### config.mk
export PLATFORM = sky130hd
export DESIGN_NAME = morse_character_keyer
export DESIGN_NICKNAME = d
export VERILOG_FILES = /design/src/design/mck_pkg.sv /design/src/design/mck_front.sv /design/src/design/mck_queue.sv /design/src/design/mck_back.sv /design/src/design/morse_character_keyer.sv
export SDC_FILE = /design/constraint.sdc
export NUM_CORES = 1
export LEC_CHECK = 0
export ABC_AREA = 1
export ABC_CLOCK_PERIOD_IN_PS = 2900
export BUFFER_PORTS_ARGS = -buffer_cell sky130_fd_sc_hd__buf_4
export CORE_MARGIN = 2
export CORE_UTILIZATION = 51
export DETAILED_ROUTE_END_ITERATION = 8
export MAX_ROUTING_LAYER = met4
export PLACE_DENSITY = 0.69
export REMOVE_ABC_BUFFERS = 1
export SKIP_CTS_REPAIR_TIMING = 1
export SYNTH_ARGS = -nofsm -noshare
export SYNTH_HDL_FRONTEND = slang
export SYNTH_SLANG_ARGS = --single-unit
### constraint.sdc
create_clock -name clk -period 2.9 [get_ports clk]
set_input_delay 0.145 -clock clk [delete_from_list [all_inputs] [get_ports clk]]
set_output_delay 0.145 -clock clk [all_outputs]
set_load 0.01 [all_outputs]
### src/design/mck_pkg.sv
// shared types, character codes and code tables for the morse character keyer
package mck_pkg;

    // element pattern queue between front and back
    localparam int QDEPTH = 2;
    localparam int QPTR_W = (QDEPTH > 1) ? $clog2(QDEPTH) : 1;
    localparam int QCNT_W = $clog2(QDEPTH + 1);

    // longest element pattern (digits)
    localparam int PAT_W = 5;
    localparam int LEN_W = 3;

    // character codes
    localparam logic [7:0] CH_LOWER_A = 8'h61;
    localparam logic [7:0] CH_LOWER_Z = 8'h7A;
    localparam logic [7:0] CH_DIGIT_0 = 8'h30;
    localparam logic [7:0] CH_DIGIT_9 = 8'h39;
    localparam logic [7:0] CH_DASH    = 8'h2D;
    localparam logic [7:0] CH_SPACE   = 8'h20;
    localparam logic [7:0] CASE_BIT   = 8'h20;

    // one classified character, pattern left aligned, 1 = dash
    typedef struct packed {
        logic [LEN_W-1:0] len;
        logic [PAT_W-1:0] pat;
        logic             word_gap;
        logic             unknown;
    } mck_desc_t;

    // queue status seen by the back end
    typedef struct packed {
        logic empty;
        logic full;
    } mck_qstat_t;

    // element count of a letter, index 0 = a
    function automatic logic [LEN_W-1:0] letter_len(input logic [4:0] idx);
        logic [LEN_W-1:0] r;
        unique case (idx)
            5'd4, 5'd19:                                   r = 3'd1;
            5'd0, 5'd8, 5'd12, 5'd13:                      r = 3'd2;
            5'd3, 5'd6, 5'd10, 5'd14, 5'd17, 5'd18,
            5'd20, 5'd22:                                  r = 3'd3;
            default:                                       r = 3'd4;
        endcase
        return r;
    endfunction

    // element bits of a letter, first element in the top used bit
    function automatic logic [3:0] letter_bits(input logic [4:0] idx);
        logic [3:0] r;
        unique case (idx)
            5'd0:  r = 4'h1;
            5'd1:  r = 4'h8;
            5'd2:  r = 4'hA;
            5'd3:  r = 4'h4;
            5'd5:  r = 4'h2;
            5'd6:  r = 4'h6;
            5'd9:  r = 4'h7;
            5'd10: r = 4'h5;
            5'd11: r = 4'h4;
            5'd12: r = 4'h3;
            5'd13: r = 4'h2;
            5'd14: r = 4'h7;
            5'd15: r = 4'h6;
            5'd16: r = 4'hD;
            5'd17: r = 4'h2;
            5'd19: r = 4'h1;
            5'd20: r = 4'h1;
            5'd21: r = 4'h1;
            5'd22: r = 4'h3;
            5'd23: r = 4'h9;
            5'd24: r = 4'hB;
            5'd25: r = 4'hC;
            default: r = 4'h0;
        endcase
        return r;
    endfunction

    // element bits of a digit
    function automatic logic [PAT_W-1:0] digit_bits(input logic [3:0] idx);
        logic [PAT_W-1:0] r;
        unique case (idx)
            4'd0: r = 5'd31;
            4'd1: r = 5'd15;
            4'd2: r = 5'd7;
            4'd3: r = 5'd3;
            4'd4: r = 5'd1;
            4'd6: r = 5'd16;
            4'd7: r = 5'd24;
            4'd8: r = 5'd28;
            4'd9: r = 5'd30;
            default: r = 5'd0;
        endcase
        return r;
    endfunction

endpackage

### src/design/mck_front.sv
// front end: accepts a character word and classifies it into an element pattern
module mck_front (
    input  logic               start,
    input  logic [7:0]         char_code,
    input  logic               q_full,
    output logic               busy,
    output logic               push,
    output mck_pkg::mck_desc_t desc
);
    import mck_pkg::*;

    logic [7:0]       lower;
    logic [7:0]       lidx;
    logic [7:0]       didx;
    logic             is_letter;
    logic             is_digit;
    logic [LEN_W-1:0] raw_len;
    logic [PAT_W-1:0] raw_bits;
    logic [LEN_W-1:0] shamt;

    // word handshake
    assign busy = q_full;
    assign push = start && !q_full;

    // character class
    assign lower     = char_code | CASE_BIT;
    assign lidx      = lower - CH_LOWER_A;
    assign didx      = char_code - CH_DIGIT_0;
    assign is_letter = (lower >= CH_LOWER_A) && (lower <= CH_LOWER_Z);
    assign is_digit  = (char_code >= CH_DIGIT_0) && (char_code <= CH_DIGIT_9);

    // raw pattern lookup
    always_comb
    begin
        raw_len  = '0;
        raw_bits = '0;
        if (is_letter)
        begin
            raw_len  = letter_len(lidx[4:0]);
            raw_bits = {1'b0, letter_bits(lidx[4:0])};
        end
        else if (is_digit)
        begin
            raw_len  = LEN_W'(PAT_W);
            raw_bits = digit_bits(didx[3:0]);
        end
    end

    // left align the pattern so the first element sits in the top bit
    assign shamt = LEN_W'(PAT_W) - raw_len;

    always_comb
    begin
        desc.len      = raw_len;
        desc.pat      = raw_bits << shamt;
        desc.word_gap = !is_letter && !is_digit
                        && ((char_code == CH_DASH) || (char_code == CH_SPACE));
        desc.unknown  = !is_letter && !is_digit
                        && (char_code != CH_DASH) && (char_code != CH_SPACE);
    end

endmodule

### src/design/mck_queue.sv
// short queue of classified characters between front and back end
module mck_queue (
    input  logic               clk,
    input  logic               rst_n,
    input  logic               push,
    input  mck_pkg::mck_desc_t wr_data,
    input  logic               pop,
    output mck_pkg::mck_desc_t rd_data,
    output mck_pkg::mck_qstat_t stat
);
    import mck_pkg::*;

    mck_desc_t         entry_reg [QDEPTH];
    logic [QPTR_W-1:0] wr_ptr_reg, wr_ptr_next;
    logic [QPTR_W-1:0] rd_ptr_reg, rd_ptr_next;
    logic [QCNT_W-1:0] cnt_reg, cnt_next;
    logic              do_pop;

    assign stat.empty = (cnt_reg == '0);
    assign stat.full  = (cnt_reg == QCNT_W'(QDEPTH));
    assign rd_data    = entry_reg[rd_ptr_reg];
    assign do_pop     = pop && !stat.empty;

    // pointer and fill count update
    always_comb
    begin
        wr_ptr_next = wr_ptr_reg;
        rd_ptr_next = rd_ptr_reg;
        cnt_next    = cnt_reg;
        if (push)
        begin
            wr_ptr_next = (wr_ptr_reg == QPTR_W'(QDEPTH - 1)) ? '0 : wr_ptr_reg + 1'b1;
        end
        if (do_pop)
        begin
            rd_ptr_next = (rd_ptr_reg == QPTR_W'(QDEPTH - 1)) ? '0 : rd_ptr_reg + 1'b1;
        end
        if (push && !do_pop)
        begin
            cnt_next = cnt_reg + 1'b1;
        end
        else if (do_pop && !push)
        begin
            cnt_next = cnt_reg - 1'b1;
        end
    end

    always_ff @(posedge clk or negedge rst_n)
    begin
        if (!rst_n)
        begin
            wr_ptr_reg <= '0;
            rd_ptr_reg <= '0;
            cnt_reg    <= '0;
        end
        else
        begin
            wr_ptr_reg <= wr_ptr_next;
            rd_ptr_reg <= rd_ptr_next;
            cnt_reg    <= cnt_next;
        end
    end

    // entry storage
    always_ff @(posedge clk)
    begin
        if (push)
        begin
            entry_reg[wr_ptr_reg] <= wr_data;
        end
    end

endmodule

### src/design/mck_back.sv
// back end: steps through a character's elements and gaps, one unit slot a cycle
module mck_back (
    input  logic                clk,
    input  logic                rst_n,
    input  mck_pkg::mck_desc_t  q_data,
    input  mck_pkg::mck_qstat_t q_stat,
    output logic                pop,
    output logic                strobe,
    output logic                key_level,
    output logic                unknown_char,
    output logic                last_unit
);
    import mck_pkg::*;

    localparam logic [2:0] ST_IDLE  = 3'd0;
    localparam logic [2:0] ST_MARK  = 3'd1;
    localparam logic [2:0] ST_SPACE = 3'd2;
    localparam logic [2:0] ST_WGAP  = 3'd3;
    localparam logic [2:0] ST_LGAP  = 3'd4;

    localparam logic [1:0] DASH_LEFT = 2'd2;
    localparam logic [1:0] GAP_LEFT  = 2'd2;

    logic [2:0]       st_reg, st_next;
    logic [1:0]       cnt_reg, cnt_next;
    logic [LEN_W-1:0] rem_reg, rem_next;
    logic [PAT_W-1:0] pat_reg, pat_next;
    logic             wg_reg, wg_next;
    logic             unk_reg, unk_next;

    logic             strobe_reg, strobe_next;
    logic             key_reg, key_next;
    logic             ukn_reg, ukn_next;
    logic             last_reg, last_next;

    logic [2:0]       ld_st;
    logic [1:0]       ld_cnt;

    // first state of a queued character
    always_comb
    begin
        if (q_data.len != '0)
        begin
            ld_st  = ST_MARK;
            ld_cnt = q_data.pat[PAT_W-1] ? DASH_LEFT : 2'd0;
        end
        else if (q_data.word_gap)
        begin
            ld_st  = ST_WGAP;
            ld_cnt = 2'd0;
        end
        else
        begin
            ld_st  = ST_LGAP;
            ld_cnt = GAP_LEFT;
        end
    end

    // slot sequencer
    always_comb
    begin
        st_next  = st_reg;
        cnt_next = cnt_reg;
        rem_next = rem_reg;
        pat_next = pat_reg;
        wg_next  = wg_reg;
        unk_next = unk_reg;
        pop      = 1'b0;

        strobe_next = (st_reg != ST_IDLE);
        key_next    = (st_reg == ST_MARK);
        ukn_next    = (st_reg == ST_LGAP) && unk_reg;
        last_next   = (st_reg == ST_LGAP) && (cnt_reg == 2'd0);

        unique case (st_reg)
            ST_IDLE:
            begin
                if (!q_stat.empty)
                begin
                    pop      = 1'b1;
                    st_next  = ld_st;
                    cnt_next = ld_cnt;
                    rem_next = q_data.len - 1'b1;
                    pat_next = q_data.pat;
                    wg_next  = q_data.word_gap;
                    unk_next = q_data.unknown;
                end
            end
            ST_MARK:
            begin
                if (cnt_reg != 2'd0)
                begin
                    cnt_next = cnt_reg - 1'b1;
                end
                else if (rem_reg != '0)
                begin
                    st_next = ST_SPACE;
                end
                else if (wg_reg)
                begin
                    st_next = ST_WGAP;
                end
                else
                begin
                    st_next  = ST_LGAP;
                    cnt_next = GAP_LEFT;
                end
            end
            ST_SPACE:
            begin
                st_next  = ST_MARK;
                cnt_next = pat_reg[PAT_W-2] ? DASH_LEFT : 2'd0;
                pat_next = pat_reg << 1;
                rem_next = rem_reg - 1'b1;
            end
            ST_WGAP:
            begin
                st_next  = ST_LGAP;
                cnt_next = GAP_LEFT;
            end
            ST_LGAP:
            begin
                if (cnt_reg != 2'd0)
                begin
                    cnt_next = cnt_reg - 1'b1;
                end
                else if (!q_stat.empty)
                begin
                    pop      = 1'b1;
                    st_next  = ld_st;
                    cnt_next = ld_cnt;
                    rem_next = q_data.len - 1'b1;
                    pat_next = q_data.pat;
                    wg_next  = q_data.word_gap;
                    unk_next = q_data.unknown;
                end
                else
                begin
                    st_next = ST_IDLE;
                end
            end
            default:
            begin
                st_next = ST_IDLE;
            end
        endcase
    end

    // control state
    always_ff @(posedge clk or negedge rst_n)
    begin
        if (!rst_n)
        begin
            st_reg     <= ST_IDLE;
            strobe_reg <= 1'b0;
        end
        else
        begin
            st_reg     <= st_next;
            strobe_reg <= strobe_next;
        end
    end

    // working and slot payload registers
    always_ff @(posedge clk)
    begin
        cnt_reg  <= cnt_next;
        rem_reg  <= rem_next;
        pat_reg  <= pat_next;
        wg_reg   <= wg_next;
        unk_reg  <= unk_next;
        key_reg  <= key_next;
        ukn_reg  <= ukn_next;
        last_reg <= last_next;
    end

    assign strobe       = strobe_reg;
    assign key_level    = key_reg;
    assign unknown_char = ukn_reg;
    assign last_unit    = last_reg;

endmodule

### src/design/morse_character_keyer.sv
// top level of the morse character keyer
//
// Usage: present an ASCII code on char_code with start high; the word is taken
// at a rising edge where busy is low. The block answers with a run of dot-unit
// slots, one per clock, each shown for one cycle with strobe high and carrying
// key_level, unknown_char and last_unit (high on the final slot of the run).
// Letters of either case and digits key their code, dash and space give four
// low slots, anything else gives three low slots with unknown_char set.
// The first slot of a character taken while the keyer is idle passes through
// the queue, the sequencer state register and the registered slot outputs.
// A character runs for 3 to 22 slots (22 for the digit zero); consecutive
// characters run back to back with no idle slot between them when the next
// word is already queued as the final slot of the previous run is set up.
// A two-entry queue between the classifier and the sequencer lets new words
// be taken while earlier ones still key; busy is high while it is full.
// Reset clears the queue and the sequencer; no slot is shown until a word
// is taken. The receiver cannot stall: each slot is valid for one cycle only.
module morse_character_keyer (
    input  logic       clk,
    input  logic       rst_n,
    input  logic       start,
    output logic       busy,
    input  logic [7:0] char_code,
    output logic       strobe,
    output logic       key_level,
    output logic       unknown_char,
    output logic       last_unit
);
    import mck_pkg::*;

    mck_desc_t  wr_desc;
    mck_desc_t  rd_desc;
    mck_qstat_t q_stat;
    logic       push;
    logic       pop;

    // classify incoming words
    mck_front u_front (
        .start     (start),
        .char_code (char_code),
        .q_full    (q_stat.full),
        .busy      (busy),
        .push      (push),
        .desc      (wr_desc)
    );

    // decoupling queue
    mck_queue u_queue (
        .clk     (clk),
        .rst_n   (rst_n),
        .push    (push),
        .wr_data (wr_desc),
        .pop     (pop),
        .rd_data (rd_desc),
        .stat    (q_stat)
    );

    // slot sequencer
    mck_back u_back (
        .clk          (clk),
        .rst_n        (rst_n),
        .q_data       (rd_desc),
        .q_stat       (q_stat),
        .pop          (pop),
        .strobe       (strobe),
        .key_level    (key_level),
        .unknown_char (unknown_char),
        .last_unit    (last_unit)
    );

endmodule

==> results of run 1 <==
-- metal layers --
| metal | up-vias | GRT usage (%) |
|---|---|---|
| met3 | 10 | 2.44 |
| met1 | 1054 | 21.8 |
| met4 | 0 | 9.64 |
| met2 | 45 | 35.4 |
| li1 | 1189 | - |
| met5 | - | - |
-- layout by cell type, fill, tap and decap left out, types with 4 or more instances in the layout --
master,instances
nand2_1,84
inv_1,46
nor2_1,38
nand3_1,35
edfxtp_1,31
o21ai_0,26
buf_4,17
ha_1,13
dfrtp_1,8
nand2_2,6
a21oi_1,6
inv_2,5
clkbuf_8,5
or2_2,4
mux2i_1,4
-- how the worst min path moves through the flow --
| stage | to | start | cells past startpoint | slack [ps] |
|---|---|---|---|---|
| 3_5_place_dp | u_queue.cnt_reg[0] | rst_n | 1 | -30 |
| 6_report | u_queue.cnt_reg[0] | rst_n | 2 | 200 |
| 2_1_floorplan | u_back.st_reg[0] | rst_n | 0 | -150 |
| 3_3_place_gp | u_queue.cnt_reg[0] | rst_n | 1 | -30 |
| 4_1_cts | u_queue.cnt_reg[0] | rst_n | 1 | -360 |
| 5_1_grt | u_queue.cnt_reg[0] | rst_n | 2 | 210 |
-- power by group through the flow --
stage	sequential, µW	clock, µW	combinational (µW)
after global placement	1080	0	953
after floorplan	1050	0	722
after detailed placement	1080	0	963
final	1070	377	966
after CTS	1070	387	968
after global routing	1100	410	1110
-- through the flow --
step           hold slack, ps  utilization (%)  setup WS (ps)  cell area, µm²
5_1_grt                   206             59.0            383            3050
3_5_place_dp            -31.6             57.0            357            2950
4_1_cts                  -357             58.8            670            3040
2_1_floorplan            -151                -            646            2730
3_3_place_gp            -32.0             57.0            421            2950
6_report                  197             59.0            624            3050
-- final cells by class --
class / count / share of cell area, %
tap: 70 / 2.87
timing repair buffer: 18 / 4.51
sequential: 42 / 39.0
clock buffer: 5 / 2.26
multi-input combinational: 251 / 44.0
inverter: 52 / 6.48
clock inverter: 3 / 0.820
-- logic make-up after synthesis --
kind of cell             Yosys count  share of synthesized area, %
AO/OA/AOI/OAI                     44                          9.09
adder cells (fa/ha/maj)           13                          5.91
flip-flops                        42                          43.3
AND/OR/NAND/NOR                  186                          31.0
buffers and inverters             55                          7.95
XOR/XNOR                           4                          1.27
multiplexers                       4                          1.45
-- worst reg2reg max path: cells and delay by family, from the launching register on --
kind / cells / cell delay (ps)
buf+inv: 3 / 310
xor+xnor: 1 / 150
flops: 1 / 410
fa+ha+maj: 1 / 240
compound gates: 2 / 220
simple gates: 4 / 730
==> metrics.cfg, run 1 <==
[finish]
finalNetCount = 394
fin_cells = 441
nFillCells = 458
regArea_mm2 = 0.00119
drive_above_1_share_pct = 14.0
largest_register_ffs = 20
diodes = 0
multi_input_area_mm2 = 0.00134
areaGrowthSynthToFinish_pct = 10.8

[power_and_ir_drop]
power.share.switching_pct = 38.9
p_switching_uw = 938
finalPower_uw = 2410
power.internal_uw = 1470
pwr-share-seq_pct = 44.2
comb_power_share_pct = 40.1
p_leak_uw = 0.00141
ir_worst_vdd_mv = 0.372
clkPwrFrac_pct = 15.7
p_per_area_mw_per_mm2 = 790

[cts]
numCtsBuffers = 5
clkLatencyLatePin_ps = 290
clk_pin_slew_ps = 80
tritoncts = built
clkSinkCount = 42
clockBufferDepth = 2
cts_root_buffer = clkbuf_8
cts_max_level = 2

[floorplanning]
dieArea_mm2 = 0.00600
num_rows = 26
die_height_um = 77.5
die_w_um = 77.5
core_area_mm2 = 0.00517
start_util_pct = 53.2
io_pins = 16

[routing]
drt-total-wl_um = 5390
avgRoutedWirePerCell_um = 12.2
avgViaCountPerCell = 5.21
wl_met2_um = 2780
dr.first_iter.drc_count = 66
drtPass1Iterations = 4
dr_wl_met3_um = 157
ant_nets = 0
vias = 2298
top_layer_used = met4
drc_errors = 0
met1Wirelength_um = 2310

[synthesis]
synth-edff-count = 31
synth_cell_types = 37
synth-async-reset-ratio_pct = 19.0
synth-seq-cells = 42
synth_top_area_share_pct = 33.8
synth.area.top_cells = edfxtp_1 (34%), nand2_1 (11%), dfrtp_1 (7.3%), nand3_1 (6.4%), inv_1 (6.3%)
synthTopCellsByCount = nand2_1 (84), inv_1 (46), nor2_1 (38)
synth_seq_area_share_pct = 43.3
synth_top_area_cell = edfxtp_1
syn_area_per_cell_um2 = 7.91
synth_area_mm2 = 0.00275
synth_flop_cell = edfxtp_1
syn_inst = 348
yosysMostFrequentCell = nand2_1
ys_warn_count = 0

[critical_path]
crit_type = in -> reg
endpoint_kind = flop
r2r_slack_ps = 730
regToRegEndpoint = u_queue.cnt_reg[1]
cp_top_family = simple AND/OR/NAND/NOR gates
crit_fanout = 11
worst_path_largest_cell_delay_ps = 460
crit_path_top_delay_cell = ha_1
cp-startpoint = char_code[1]
crit_cells = 14
crit_chain = buf_4, inv_1, ha_1, inv_1, ha_1, nand2_1, or2_2, nand3_1, nand3_1, nand2_2, inv_2, nor2_4, inv_2, a21oi_1
cp-start-kind = input port
crit_required_ps = 3020
worstReg2RegStart = u_back.st_reg[1]
reg2reg_depth = 11
critPathCapture = u_queue.entry_reg[1][3]
cp_data_arrival_time_ps = 2390
crit_buf_inv = 5

[sta]
setup_viol = 0
rsz0062_at_grt = false
tightest_slew_ps = 877
skew_ps = 6.20
max_freq_mhz = 439
drv_slew = 0
period_minus_slack_ps = 2280
period_share_pct = 78.5
max_slew_margin_pct = 41.3
hold_viol = 0
fin_setup_tns_ps = 0

[outcome]
status = finished clean

[global_route]
grt_pass1_vias = 2118
grt_max_degree = 16
antenna_found_initial = 0
grt_overflow = 0
gr-usage-all-layers_pct = 19.8
grt_pass1_wl_um = 9320

[min_path]
hp-class = in -> async

[placement]
placed_cells = 432
io_buffer_count = 15
dp_hpwl_um = 4230
finalWeightedCongestion = 0.962

[run]
cap_viol_max_count = 0

Note: power is estimated with default switching activity, not from simulation.
==> run 2: changes to the inputs <==
--- a/config.mk
+++ b/config.mk
@@ -6,13 +6,13 @@
 export NUM_CORES = 1
 export LEC_CHECK = 0
 export ABC_AREA = 1
-export ABC_CLOCK_PERIOD_IN_PS = 2900
+export ABC_CLOCK_PERIOD_IN_PS = 2009
 export BUFFER_PORTS_ARGS = -buffer_cell sky130_fd_sc_hd__buf_4
 export CORE_MARGIN = 2
 export CORE_UTILIZATION = 51
 export DETAILED_ROUTE_END_ITERATION = 8
 export MAX_ROUTING_LAYER = met4
-export PLACE_DENSITY = 0.69
+export PLACE_DENSITY = 0.71
 export REMOVE_ABC_BUFFERS = 1
 export SKIP_CTS_REPAIR_TIMING = 1
 export SYNTH_ARGS = -nofsm -noshare
==> constraint.sdc (replaced) <==
create_clock -name clk -period 2.01 [get_ports clk]
set_input_delay 0.1005 -clock clk [delete_from_list [all_inputs] [get_ports clk]]
set_output_delay 0.1005 -clock clk [all_outputs]
set_load 0.01 [all_outputs]
==> run 2 against run 1 <==
Net effect: worst hold slack worse by 27 ps; first-iteration DRC count is 47% higher; sequential share of layout area is 2.4 points lower; clock-buffer cell count is 1 higher.
==> metrics.cfg, run 2 (synthesis gave the netlist of run 1 again) <==
[critical_path]
crit_buf_inv = 2  ; -3
crit_fanout = 4  ; -7
crit_chain = inv_1, ha_4, nor2_4, nor2_1, inv_1, ha_1, a21oi_1, o21ai_0, xor2_1
endpoint_kind = flop
crit_type = reg -> reg
worst_path_largest_cell_delay_ps = 430  ; -30 ps
r2r_slack_ps = 140  ; -590 ps
cp-start-kind = flop
cp_common_cell = inv_1
cp_top_family = adder cells
crit_required_ps = 2180  ; -840 ps
cp_data_arrival_time_ps = 2040  ; -350 ps
crit_path_top_delay_cell = edfxtp_1

[sta]
rsz0062_at_grt = false
tightest_slew_ps = 866  ; -11.1 ps
max_freq_mhz = 534
hold_viol = 0  ; unchanged
skew_ps = 7.93  ; +1.73 ps
drv_slew = 0  ; unchanged
setup_viol = 0  ; unchanged
period_minus_slack_ps = 1870
hold_slack_ps = 170  ; -27.2 ps
layout_setup_ws_ps = 137  ; -487 ps
period_share_pct = 93.2
max_slew_margin_pct = 42.0  ; +0.74 points
fin_setup_tns_ps = 0  ; unchanged

[routing]
drt-total-wl_um = 5630  ; +4.4%
vias = 2339  ; +1.8%
avgViaCountPerCell = 5.04  ; -3.3%
drtPass1Iterations = 4  ; unchanged
dr.first_iter.drc_count = 97  ; +47%
drc_errors = 0  ; unchanged
ant_nets = 0  ; unchanged
avgRoutedWirePerCell_um = 12.1  ; -0.76%

[min_path]
hp-class = in -> async

[floorplanning]
die_height_um = 77.5  ; unchanged
core_area_mm2 = 0.00517  ; unchanged
num_rows = 26  ; unchanged
dieArea_mm2 = 0.00600  ; unchanged
io_pins = 16  ; unchanged
start_util_pct = 53.2  ; unchanged
die_w_um = 77.5  ; unchanged

[power_and_ir_drop]
p_per_area_mw_per_mm2 = 1120  ; +42%
comb_power_share_pct = 44.7  ; +4.6 points
p_leak_uw = 0.00152  ; +7.8%
clkPwrFrac_pct = 13.6  ; -2.1 points
power.internal_uw = 2260  ; +53%
ir_worst_vdd_mv = 0.565  ; +52%
pwr-share-seq_pct = 41.7  ; -2.5 points
power.share.switching_pct = 38.1  ; -0.84 points
p_switching_uw = 1390  ; +48%

[global_route]
grt_pass1_vias = 2300  ; +8.6%
grt_max_degree = 13  ; -3
grt_overflow = 0  ; unchanged
grt_pass1_wl_um = 9860  ; +5.9%
antenna_found_initial = 0  ; unchanged
gr-usage-all-layers_pct = 20.8  ; +0.96 points

[cts]
clk_pin_slew_ps = 70  ; about the same
clkLatencyLatePin_ps = 280  ; about the same
tritoncts = built
clockBufferDepth = 2  ; unchanged
numCtsBuffers = 5  ; unchanged
cts_root_buffer = clkbuf_8
clkSinkCount = 42  ; unchanged
cts_max_level = 2  ; unchanged

[finish]
nFillCells = 460  ; +0.44%
final_common_cell = nand2_1
final_util_pct = 62.8  ; +3.8 points
fin_cells = 464  ; +5.2%
largest_register_ffs = 20  ; unchanged
diodes = 0  ; unchanged
finalNetCount = 417  ; +5.8%
drive_above_1_share_pct = 20.1  ; +6.0 points
regArea_mm2 = 0.00119  ; +0.10%
multi_input_area_mm2 = 0.00138  ; +2.8%
layout_common_cells = nand2_1 (84), inv_1 (46), buf_4 (40), nor2_1 (35), nand3_1 (35)
areaGrowthSynthToFinish_pct = 18.0

[placement]
pre_cts_ws_ps = -198  ; -555 ps
finalWeightedCongestion = 0.896  ; -6.9%
io_buffer_count = 15  ; unchanged
placed_cells = 455  ; +5.3%
dp_hpwl_um = 4590  ; +8.6%

[run]
cap_viol_max_count = 0  ; unchanged

[outcome]
status = finished clean

==> run 2: cell count changes in the layout (fill, tap and decap cells not counted), sizes merged <==
cell and delta:
buf +23, inv -1, clkbuf +1, clkinv +1, clkinvlp -1
==> run 2: power groups by stage <==
stage	Sequential (µW)	Combinational (µW)	Clock [µW]
2_1_floorplan	1520	1040	0
3_3_place_gp	1520	1540	0
3_5_place_dp	1540	1580	0
4_1_cts	1520	1590	509
5_1_grt	1560	1850	549
6_report	1520	1630	496
==> run 2: worst paths after layout <==
kind | endpoint | cells after the start | startpoint
setup reg to reg | u_queue.cnt_reg[1] | 9 | u_back.cnt_reg[0]
hold reg to reg | u_back.unknown_char | 2 | u_back.unk_reg
min in group clk | u_queue.entry_reg[1][1] | 2 | char_code[4]
setup / recovery | u_queue.cnt_reg[1] | 9 | u_back.cnt_reg[0]
max in group asynchronous | u_queue.rd_ptr_reg | 2 | rst_n
hold / removal | u_back.st_reg[2] | 2 | rst_n
==> run 2: through the flow <==
step,total power (µW),instance area [µm²]
floorplan,2560,2730
global placement,3060,3120
detailed placement,3110,3120
CTS,3620,3200
global route,3950,3250
finish,3650,3250
==> run 2: worst reg2reg max path: cells and delay by family, from the launching register on <==
kind	cells	cell delay, ps
buf+inv	2	240
fa+ha+maj	2	500
flops	1	430
simple gates	2	190
xor+xnor	1	150
compound gates	2	260
==> run 2: metal layers <==
layer | routed length [µm] | GRT usage (%) | up-vias
li1 | - | - | 1231
met1 | 2300 | 21.3 | 1059
met2 | 3100 | 39.8 | 40
met3 | 120 | 2.44 | 9
met4 | 120 | 8.39 | 0
met5 | 0 | - | -
==> run 2: layout make-up <==
class | count | share of cell area, %
inverters | 52 | 6.08
repair buffers | 41 | 9.55
multi-input cells | 251 | 42.5
clock buffers | 6 | 2.23
clock inverters | 2 | 0.270
well taps | 70 | 2.70
flip-flops and latches | 42 | 36.7
